## src/rtl/core/gga_pkg.sv

```systemverilog
// Package with the types and constants of the GGA position field extractor.
`default_nettype none

package gga_pkg;

   localparam int unsigned MAX_MESSAGE_BYTES_DEFAULT = 99;
   localparam int unsigned ID_CHARS                  = 5;
   localparam logic [39:0] SENTENCE_ID_RESET         = 40'h47_50_47_47_41;

   localparam logic [7:0] CHAR_DOLLAR  = 8'h24;
   localparam logic [7:0] CHAR_COMMA   = 8'h2c;
   localparam logic [7:0] CHAR_NEWLINE = 8'h0a;
   localparam logic [7:0] CHAR_NORTH   = 8'h4e;
   localparam logic [7:0] CHAR_SOUTH   = 8'h53;

   localparam logic [2:0] TOKEN_MAX       = 3'd7;
   localparam logic [2:0] TOKEN_LATITUDE  = 3'd2;
   localparam logic [2:0] TOKEN_LAT_HEMI  = 3'd3;
   localparam logic [2:0] TOKEN_LON_HEMI  = 3'd5;

   typedef enum logic [1:0] {
      PHASE_HUNT = 2'd0,
      PHASE_ID   = 2'd1,
      PHASE_MSG  = 2'd2
   } phase_type;

   typedef struct packed {
      logic       overflowed;
      logic       position_fixed;
      logic       end_of_sentence;
      logic [1:0] out_field;
      logic [7:0] out_byte;
   } result_type;

endpackage

`default_nettype wire

```

## src/rtl/core/gga_position_field_extractor_top.sv

```systemverilog
// Top level of the GGA position field extractor: parser state, result register and skid.
//
// The block takes one NMEA character per item on the req_ channel. It waits for '$',
// compares the sentence identifier up to the first comma with the five characters in
// the configuration register, and after a match counts comma separated tokens, runs
// of commas counting as one separator. Characters of latitude, its hemisphere,
// longitude and its hemisphere leave on the rsp_ channel tagged by field in rsp_tuser.
// A newline in a matched sentence yields an end item with rsp_tlast high that carries
// the fix flag and the overflow flag; all other characters yield no item.
// The item of an accepted character goes to the result register, or to the skid register
// while the receiver stalls. One character is accepted every cycle while req_tready is high,
// the parser state being updated in the cycle of acceptance. When the receiver stalls, one
// more item is caught in the skid register and req_tready drops only while it is full.
// Synchronous reset returns the parser to hunting for '$', empties the result and skid
// registers and loads the identifier "GPGGA". The identifier is to be written
// through csr_wr_en and csr_wr_data only while the block is idle; the block does not enforce this.
`default_nettype none

module gga_position_field_extractor_top #(
   parameter int unsigned MAX_MESSAGE_BYTES = gga_pkg::MAX_MESSAGE_BYTES_DEFAULT
) (
   input  wire logic        clock,
   input  wire logic        reset,
   input  wire logic        csr_wr_en,
   input  wire logic [39:0] csr_wr_data,
   input  wire logic        req_tvalid,
   output logic             req_tready,
   input  wire logic [7:0]  req_tdata,   // [7:0] rx_byte
   output logic             rsp_tvalid,
   input  wire logic        rsp_tready,
   output logic [15:0]      rsp_tdata,   // [7:0] out_byte, [8] position_fixed, [9] overflowed
   output logic [1:0]       rsp_tuser,   // [1:0] out_field
   output logic             rsp_tlast    // end_of_sentence
);

   localparam int unsigned LEN_W = $clog2(MAX_MESSAGE_BYTES + 1);
   localparam logic [LEN_W-1:0] LEN_CAP = LEN_W'(MAX_MESSAGE_BYTES);

   logic [39:0]          sentence_id_ff;
   gga_pkg::phase_type   phase_ff, phase_in;
   logic [2:0]           id_pos_ff, id_pos_in;
   logic                 id_match_ff, id_match_in;
   logic                 after_sep_ff, after_sep_in;
   logic [2:0]           token_ff, token_in;
   logic [LEN_W-1:0]     msg_len_ff, msg_len_in;
   logic [1:0]           hemi_len_ff, hemi_len_in;
   logic                 hemi_valid_ff, hemi_valid_in;
   logic                 overflow_ff, overflow_in;

   gga_pkg::result_type  out_ff, out_in, skid_ff, skid_in, result;
   logic                 out_valid_ff, out_valid_in, skid_valid_ff, skid_valid_in;
   logic                 result_valid;

   logic                 req_fire, rsp_fire;
   logic [7:0]           c;
   logic [7:0]           id_char;
   logic [2:0]           token_next;

   assign req_tready = !skid_valid_ff;
   assign req_fire   = req_tvalid && req_tready;
   assign rsp_fire   = out_valid_ff && rsp_tready;
   assign c          = req_tdata;

   always_comb begin
      unique case (id_pos_ff)
         3'd0:    id_char = sentence_id_ff[39:32];
         3'd1:    id_char = sentence_id_ff[31:24];
         3'd2:    id_char = sentence_id_ff[23:16];
         3'd3:    id_char = sentence_id_ff[15:8];
         3'd4:    id_char = sentence_id_ff[7:0];
         default: id_char = 8'h00;
      endcase
   end

   // Next parser state and the result of the accepted character.
   always_comb begin
      phase_in      = phase_ff;
      id_pos_in     = id_pos_ff;
      id_match_in   = id_match_ff;
      after_sep_in  = after_sep_ff;
      token_in      = token_ff;
      msg_len_in    = msg_len_ff;
      hemi_len_in   = hemi_len_ff;
      hemi_valid_in = hemi_valid_ff;
      overflow_in   = overflow_ff;
      result        = '0;
      result_valid  = 1'b0;
      token_next    = token_ff;

      if (req_fire) begin
         unique case (phase_ff)
            gga_pkg::PHASE_ID: begin
               if (c == gga_pkg::CHAR_COMMA) begin
                  if (id_match_ff && id_pos_ff == 3'(gga_pkg::ID_CHARS)) begin
                     phase_in      = gga_pkg::PHASE_MSG;
                     after_sep_in  = 1'b1;
                     token_in      = '0;
                     msg_len_in    = '0;
                     hemi_len_in   = '0;
                     hemi_valid_in = 1'b0;
                     overflow_in   = 1'b0;
                  end else begin
                     phase_in = gga_pkg::PHASE_HUNT;
                  end
                  id_pos_in   = '0;
                  id_match_in = 1'b1;
               end else if (id_pos_ff >= 3'(gga_pkg::ID_CHARS)) begin
                  id_match_in = 1'b0;
               end else begin
                  if (c != id_char) begin
                     id_match_in = 1'b0;
                  end
                  id_pos_in = id_pos_ff + 3'd1;
               end
            end
            gga_pkg::PHASE_MSG: begin
               if (c == gga_pkg::CHAR_NEWLINE) begin
                  result.end_of_sentence = 1'b1;
                  result.position_fixed  = (hemi_len_ff == 2'd1) && hemi_valid_ff;
                  result.overflowed      = overflow_ff;
                  result_valid           = 1'b1;
                  phase_in      = gga_pkg::PHASE_HUNT;
                  id_pos_in     = '0;
                  id_match_in   = 1'b1;
                  after_sep_in  = 1'b1;
                  token_in      = '0;
                  msg_len_in    = '0;
                  hemi_len_in   = '0;
                  hemi_valid_in = 1'b0;
                  overflow_in   = 1'b0;
               end else if (msg_len_ff >= LEN_CAP) begin
                  overflow_in = 1'b1;
               end else begin
                  msg_len_in = msg_len_ff + LEN_W'(1);
                  if (c == gga_pkg::CHAR_COMMA) begin
                     after_sep_in = 1'b1;
                  end else begin
                     if (after_sep_ff) begin
                        if (token_ff < gga_pkg::TOKEN_MAX) begin
                           token_next = token_ff + 3'd1;
                        end
                        after_sep_in = 1'b0;
                     end
                     token_in = token_next;
                     if (token_next == gga_pkg::TOKEN_LAT_HEMI) begin
                        if (hemi_len_ff == 2'd0) begin
                           hemi_valid_in = (c == gga_pkg::CHAR_NORTH) ||
                                           (c == gga_pkg::CHAR_SOUTH);
                        end
                        if (hemi_len_ff < 2'd2) begin
                           hemi_len_in = hemi_len_ff + 2'd1;
                        end
                     end
                     if (token_next >= gga_pkg::TOKEN_LATITUDE &&
                         token_next <= gga_pkg::TOKEN_LON_HEMI) begin
                        result.out_byte  = c;
                        result.out_field = 2'(token_next - gga_pkg::TOKEN_LATITUDE);
                        result_valid     = 1'b1;
                     end
                  end
               end
            end
            default: begin
               phase_in = gga_pkg::PHASE_HUNT;
               if (c == gga_pkg::CHAR_DOLLAR) begin
                  phase_in    = gga_pkg::PHASE_ID;
                  id_pos_in   = '0;
                  id_match_in = 1'b1;
               end
            end
         endcase
      end
   end

   // Result register with one skid entry behind it.
   always_comb begin
      out_in        = out_ff;
      out_valid_in  = out_valid_ff;
      skid_in       = skid_ff;
      skid_valid_in = skid_valid_ff;
      if (rsp_fire) begin
         out_in        = skid_ff;
         out_valid_in  = skid_valid_ff;
         skid_valid_in = 1'b0;
      end
      if (result_valid) begin
         if (!out_valid_ff || rsp_fire) begin
            out_in       = result;
            out_valid_in = 1'b1;
         end else begin
            skid_in       = result;
            skid_valid_in = 1'b1;
         end
      end
   end

   always_ff @(posedge clock) begin
      if (reset) begin
         sentence_id_ff <= gga_pkg::SENTENCE_ID_RESET;
         phase_ff       <= gga_pkg::PHASE_HUNT;
         id_pos_ff      <= '0;
         id_match_ff    <= 1'b1;
         after_sep_ff   <= 1'b1;
         token_ff       <= '0;
         msg_len_ff     <= '0;
         hemi_len_ff    <= '0;
         hemi_valid_ff  <= 1'b0;
         overflow_ff    <= 1'b0;
         out_valid_ff   <= 1'b0;
         skid_valid_ff  <= 1'b0;
      end else begin
         if (csr_wr_en) begin
            sentence_id_ff <= csr_wr_data;
         end
         phase_ff      <= phase_in;
         id_pos_ff     <= id_pos_in;
         id_match_ff   <= id_match_in;
         after_sep_ff  <= after_sep_in;
         token_ff      <= token_in;
         msg_len_ff    <= msg_len_in;
         hemi_len_ff   <= hemi_len_in;
         hemi_valid_ff <= hemi_valid_in;
         overflow_ff   <= overflow_in;
         out_valid_ff  <= out_valid_in;
         skid_valid_ff <= skid_valid_in;
      end
   end

   always_ff @(posedge clock) begin
      out_ff  <= out_in;
      skid_ff <= skid_in;
   end

   assign rsp_tvalid = out_valid_ff;
   assign rsp_tdata  = {6'd0, out_ff.overflowed, out_ff.position_fixed, out_ff.out_byte};
   assign rsp_tuser  = out_ff.out_field;
   assign rsp_tlast  = out_ff.end_of_sentence;

`ifndef SYNTH
   a_skid_behind_out: assert property (@(posedge clock) disable iff (reset)
      skid_valid_ff |-> out_valid_ff)
      else $error("skid entry held while result register is empty");

   a_len_capped: assert property (@(posedge clock) disable iff (reset)
      msg_len_ff <= LEN_CAP)
      else $error("message length exceeds cap");

   a_token_outside_msg: assert property (@(posedge clock) disable iff (reset)
      phase_ff != gga_pkg::PHASE_MSG |-> token_ff == 3'd0)
      else $error("token count not cleared outside a message");

   a_end_item_empty: assert property (@(posedge clock) disable iff (reset)
      rsp_tvalid && rsp_tlast |-> rsp_tdata[7:0] == 8'd0 && rsp_tuser == 2'd0)
      else $error("end item carries a character");

   a_char_item_flags: assert property (@(posedge clock) disable iff (reset)
      rsp_tvalid && !rsp_tlast |-> rsp_tdata[9:8] == 2'd0)
      else $error("character item carries end flags");
`endif

endmodule

`default_nettype wire
```

## config.mk

```make
export PLATFORM = sky130hd
export DESIGN_NAME = gga_position_field_extractor_top
export DESIGN_NICKNAME = d
export VERILOG_FILES = /design/src/rtl/core/gga_pkg.sv /design/src/rtl/core/gga_position_field_extractor_top.sv
export SDC_FILE = /design/constraint.sdc
export NUM_CORES = 1
export LEC_CHECK = 0
export BUFFER_PORTS_ARGS = -buffer_cell sky130_fd_sc_hd__buf_2
export CAP_MARGIN = 0
export CELL_PAD_IN_SITES_DETAIL_PLACEMENT = 0
export CELL_PAD_IN_SITES_GLOBAL_PLACEMENT = 1
export CORE_ASPECT_RATIO = 0.8
export CORE_MARGIN = 4
export CORE_UTILIZATION = 47
export DETAILED_ROUTE_END_ITERATION = 12
export GPL_TIMING_DRIVEN = 0
export PLACE_DENSITY_LB_ADDON = 0.1
export SLEW_MARGIN = 0
export SYNTH_ARGS = -nofsm -noshare
export SYNTH_HDL_FRONTEND = slang
export SYNTH_SLANG_ARGS = --single-unit
```

## constraint.sdc

```tcl
create_clock -name clock -period 5.95 [get_ports clock]
set_clock_uncertainty 0.15 [all_clocks]
set_input_delay 0.2975 -clock clock [delete_from_list [all_inputs] [get_ports clock]]
set_output_delay 0.2975 -clock clock [all_outputs]
set_load 0.05 [all_outputs]
```

======== Word level (Yosys, flattened, before mapping) ========
Cells that the tools add are included.
operators by class
  $add $sub $neg .......................... 5
  order comparisons ....................... 6
  equal/unequal tests ..................... 26
  multiplexer cells ....................... 82
  bitwise operators ....................... 1
  reductions and logical operators ........ 22
operators by type and width
  kind                                                       number
  two-way mux 13 bit                                         5
  two-way mux 3 bit                                          17
  two-way mux 10 bit                                         4
  case mux 8 bit (5 select lines)                            1
  two-way mux 1 bit                                          32
  two-way mux 7 bit                                          4
  != test 3 bit (second input constant)                      7
  two-way mux 2 bit                                          10
  equality test 8 x 6 -> 1 bit (second input constant)       2
  equality test 8 x 7 -> 1 bit (second input constant)       2
  AND reduction 8 bit                                        2
  case mux 7 bit (2 select lines)                            1
  case mux 3 bit (2 select lines)                            2
  AND reduction 5 bit                                        2
  equality test 3 x 2 -> 1 bit (second input constant)       3
  equality test 8 x 4 -> 1 bit (second input constant)       1
  != test 8 bit                                              1
  case mux 1 bit (2 select lines)                            4
  case mux 2 bit (2 select lines)                            2
  AND reduction 4 bit                                        2
  adder 7 x 1 -> 7 bit (second input constant)               1
  greater-or-equal comparator 7 bit (second input constant)  1
  adder 3 x 1 -> 3 bit (second input constant)               2
  equality test 3 bit (second input constant)                2
  other kinds (23)                                           32
storage, ports and cells
  register bits ........................... 89
  input bits .............................. 53

======== Depth between registers and ports, before layout ========
  word-level depth ........................ 18
  gate-level depth with buffers ........... 11

======== Worst setup path after synthesis ========
OpenSTA, ideal clock, no wires.
  kind .................................... reg-to-reg
  start point ............................. reg token_ff[0]
  end point ............................... reg skid_ff[0] (netlist bit), enable pin
  library setup time ...................... 0.361 ns
  data arrival time ....................... 2.220 ns
  data required time ...................... 5.439 ns
  setup slack ............................. 3.219 ns
  stages on the path, launching flop included .. 10
  path buffers ............................ 1
  cells stage by stage .................... dfxtp_1 > ha_1 > and2_1 > nand3_1 > o21a_1 > ha_1 > nor3b_4 > o21ba_1 > buf_4 > and2_1
on the way
  longest elaborated chain between the ends .. 17
ends and longest elaborated chain
  item                                                                                                 line                                                                              text
  start, declared                                                                                      gga_position_field_extractor_top.sv:44                                            logic [2:0] token_ff, token_in;
  start signal, assigned                                                                               gga_position_field_extractor_top.sv:219                                           token_ff <= token_in;
  adder 3 x 1 -> 3 bit / less-than comparator 3 bit (equally long branches)                            gga_position_field_extractor_top.sv:140, gga_position_field_extractor_top.sv:139
  two-way mux 3 bit                                                                                    gga_position_field_extractor_top.sv:139                                           if (token_ff < gga_pkg::TOKEN_MAX) begin
  two-way mux 3 bit *                                                                                  gga_position_field_extractor_top.sv:138                                           if (after_sep_ff) begin
  two-way mux 3 bit *                                                                                  gga_position_field_extractor_top.sv:135                                           if (c == gga_pkg::CHAR_COMMA) begin
  two-way mux 3 bit *                                                                                  gga_position_field_extractor_top.sv:131                                           end else if (msg_len_ff >= LEN_CAP) begin
  two-way mux 3 bit *                                                                                  gga_position_field_extractor_top.sv:117                                           if (c == gga_pkg::CHAR_NEWLINE) begin
  two-way mux 3 bit *                                                                                  gga_position_field_extractor_top.sv:91                                            unique case (phase_ff)
  two-way mux 3 bit *                                                                                  gga_position_field_extractor_top.sv:90                                            if (req_fire) begin
  greater-or-equal comparator 3 x 2 -> 1 bit / less-or-equal comparator 3 bit (equally long branches)  gga_position_field_extractor_top.sv:154, gga_position_field_extractor_top.sv:155
  logical AND 1 bit *                                                                                  gga_position_field_extractor_top.sv:154                                           if (token_next >= gga_pkg::TOKEN_LATITUDE &&
  two-way mux 1 bit *                                                                                  gga_position_field_extractor_top.sv:154
  two-way mux 1 bit *                                                                                  gga_position_field_extractor_top.sv:135
  two-way mux 1 bit *                                                                                  gga_position_field_extractor_top.sv:131
  two-way mux 1 bit *                                                                                  gga_position_field_extractor_top.sv:117
  two-way mux 1 bit *                                                                                  gga_position_field_extractor_top.sv:91
  two-way mux 1 bit *                                                                                  gga_position_field_extractor_top.sv:90
  AND reduction 2 bit (no source line) *                                                               n/a
  end signal, assigned                                                                                 gga_position_field_extractor_top.sv:231                                           skid_ff <= skid_in;
  end, declared                                                                                        gga_position_field_extractor_top.sv:50                                            gga_pkg::result_type out_ff, out_in, skid_ff, skid_in, result;
Every way passes the cells marked *; elsewhere a longest branch is shown, timed or not. The select of a mux whose other input is x is not followed.
A chain may end at the register's enable or synchronous reset.

======== Worst setup path after layout ========
  start point ............................. reg id_pos_ff[2]
  end point ............................... reg id_match_ff
on the way
  longest elaborated chain between the ends .. 5
ends and longest elaborated chain
  item                                         line                                     text
  start, declared                              gga_position_field_extractor_top.sv:41   logic [2:0] id_pos_ff, id_pos_in;
  start signal, assigned                       gga_position_field_extractor_top.sv:216  id_pos_ff <= id_pos_in;
  equality test 3 bit (tied with other cells)  gga_position_field_extractor_top.sv:65   unique case (id_pos_ff)
  case mux 8 bit (5 select lines)              gga_position_field_extractor_top.sv:65
  != test 8 bit                                gga_position_field_extractor_top.sv:110  if (c != id_char) begin
  != test 4 bit (no source line)               n/a
  AND reduction 4 bit (no source line)         n/a
  end signal, assigned                         gga_position_field_extractor_top.sv:217  id_match_ff <= id_match_in;
  end, declared                                gga_position_field_extractor_top.sv:42   logic id_match_ff, id_match_in;
Several ways; a longest one is shown, not always the timed one.

==> reports/metrics.cfg <==
[critical_path]
crit_required_ps = 6020
setup.worst_path.class = flip-flop to flip-flop
critPathCaptureType = flip-flop
cp_data_arrival_time_ps = 3320
critPathLaunchType = flip-flop
cp_max_fo = 10
r2r_cells = 11

[pwr]
ir_drop_uv = 189
cellLeakagePower_uw = 0.00226
p_per_area_nw_per_um2 = 252

[floorplan]
die_w_um = 117
core-area_um2 = 9110
die_y_um = 94.9
initial_core_util = 0.487
rows = 31
die_area_um2 = 11100
ioPinCount = 74

[clock_network]
cts_tree = built
cts-root-buf = clkbuf_16
post-cts-setup-buffer-count = 0
clk_latency_ps = 340
clk_pin_slew_ps = 60
cts-buffers-inserted = 9
htree_levels = 3
cts_buffer_depth = 2
cts_sinks = 89

[synthesis]
synth-xor-area-share = 0.0217
yosysWarnings = 0
synthAdderAreaFrac = 0.0338
synthSimpleGateAreaFrac = 0.173
syn_inst = 445
postSynthRegisterBits = 89
synth_mux_area_frac = 0.134
synth_ff_type = dfxtp_1
avgSynthCellArea_um2 = 9.97
synth_compound_area_frac = 0.160
async_flop_share = 0
ys_seq_area_frac = 0.431
syn_area_um2 = 4440
synth_top_family_by_area = simple AND/OR/NAND/NOR gates
synth-edff-count = 13
synth.distinct_cells = 67

[global_route]
grt_max_degree = 15
track_usage = 0.195
gr-total-overflow = 0
use_met1 = 0.291
antenna_found_initial = 0
grt_busiest_layer = met1
first_global_vias = 3392
grt_pass1_wl_um = 16800
use_met3 = 0.0525
met2_usage = 0.277

[placed_design]
hpwl_um = 7690
port_buffers = 65
placed_cells_incl_taps = 630
routabilityCongestion = 0.782

[status]
status = finished clean

[sta]
max_freq_mhz = 308
final_max_slew_viol_count = 0
worst_slew_pin_slew_ps = 833
rsz0062_at_grt = false
setup_viol = 0
hold_viol = 0
period_minus_slack_ps = 3250
max-slew-margin-rel = 0.445
finalSetupTns_ps = 0
period_share = 0.546

[routing]
detail_route.wl_per_cell_um = 16.1
routed_via_density = 5.45
drt_iter0_markers = 191
final_antenna_net_count = 0
vias = 3528
first_pass_iters = 5
drc = 0
wl_um = 10400

[worst_hold_path]
hold_depth = 2
worstHoldPathType = primary input to flip-flop

[finish]
nets = 592
instances_no_fill = 647
drive_above_1_share = 0.229
syn2layout_area_growth_pct = 18.1
n_antenna_cell = 0

[flow_run]
cap_violations = 0

==> layer usage <==
| metal | vias up | wire length [µm] |
|---|---|---|
| li1 | 1772 | - |
| met1 | 1640 | 5360 |
| met2 | 103 | 4180 |
| met3 | 13 | 769 |
| met4 | 0 | 112 |
| met5 | - | 0 |
==> cells in the final DEF (no fill, tap or decap), drive strengths merged, types with 6 or more instances in the layout <==
cell / instances
a211o: 18
a21oi: 12
a22oi: 7
and3: 11
buf: 83
clkbuf: 21
conb: 6
dfxtp: 76
edfxtp: 13
ha: 12
inv: 18
mux2: 22
mux2i: 31
nand2: 28
nand3: 7
nor2: 48
nor2b: 17
nor3: 8
o21ai: 11
xor2: 8
==> final timing paths <==
kind                                      from                 to  slack [ps]
worst max-delay path              id_pos_ff[2]        id_match_ff        2700
worst min-delay path            csr_wr_data[0]  sentence_id_ff[0]          10
worst max register to register    id_pos_ff[2]        id_match_ff        2700
worst min register to register     phase_ff[0]        phase_ff[0]         330
==> cells in the mapped netlist, drive strengths merged (3+ instances only) <==
cell type | count | area, µm²
xnor2 | 3 | 26.3
a22oi | 7 | 52.6
and2 | 3 | 18.8
nor2b | 17 | 106
nor3b | 3 | 33.8
mux2i | 31 | 310
a21oi | 12 | 60.1
clkbuf | 10 | 37.5
mux2 | 22 | 285
a32oi | 5 | 43.8
nand4 | 5 | 31.3
o221ai | 3 | 26.3
nor2 | 48 | 183
a211o | 18 | 158
xor2 | 8 | 70.1
nor3 | 8 | 45.0
buf | 18 | 93.8
nand2 | 28 | 105
and3 | 11 | 68.8
o21ai | 11 | 70.1
a222oi | 4 | 40.0
ha | 12 | 150
inv | 18 | 67.6
nand2b | 5 | 31.3
nand3 | 7 | 35.0
edfxtp | 13 | 390
dfxtp | 76 | 1520
==> area by class of cell <==
class / count / area (µm²)
Clock inverter: 5 / 52.6
Multi-Input combinational cell: 315 / 2340
Timing Repair Buffer: 66 / 335
Clock buffer: 11 / 254
Tap cell: 115 / 144
Fill cell: 867 / 3870
Inverter: 18 / 67.6
Buffer: 28 / 131
Sequential cell: 89 / 1910
==> kinds of logic after synthesis <==
group | Yosys count
AOI/OAI and AO/OA | 86
xor gates and xnor gates | 11
adders and majority gates | 12
buffers and inverters | 46
DFF | 89
muxes | 53
other | 1
and+or+nand+nor | 147
==> timing repair <==
action | 4_1_cts | 5_1_grt
hold buffers | 0 | 1
gates resized for setup | 0 | 0
endpoints found under the hold margin | 0 | 1
endpoints found under the setup margin | 0 | 0
==> critical path, stage by stage, from the launching register on <==
cell      delay (ps)
dfxtp_1          320
clkbuf_1         430
buf_1            460
inv_1            160
ha_1             220
buf_1            240
a32oi_1          240
o21ai_0          160
xor2_1           180
nor4_1           250
a41oi_1          180
mux2i_1          140
==> per-stage QoR <==
stage	utilization	total power, µW	worst slack, ps	cell area, µm²	hold slack (ps)
6_report	0.575	1320	2700	5240	12.5
5_1_grt	0.575	1360	2410	5240	0.399
4_1_cts	0.574	1330	2710	5230	2.45
3_5_place_dp	0.540	756	2730	4920	323
3_3_place_gp	0.540	754	2740	4920	312
2_1_floorplan	-	717	3220	4460	270
==> flip-flops by register name, summed over array words and instances, names as in the netlist <==
name            cells
sentence_id_ff     40
skid_ff            13
rsp_tdata          10
msg_len_ff          7
id_pos_ff           3
token_ff            3
hemi_len_ff         2
phase_ff            2
rsp_tuser           2
after_sep_ff        1
hemi_valid_ff       1
id_match_ff         1
overflow_ff         1
rsp_tlast           1
rsp_tvalid          1
skid_valid_ff       1
==> where the power goes <==
group	leakage (µW)	switching (µW)	internal, µW
combinational	0.00138	61.0	45.9
clock	0.000150	226	349
sequential	0.000731	9.98	627
No activity file was read; power rests on OpenSTA's default activity.
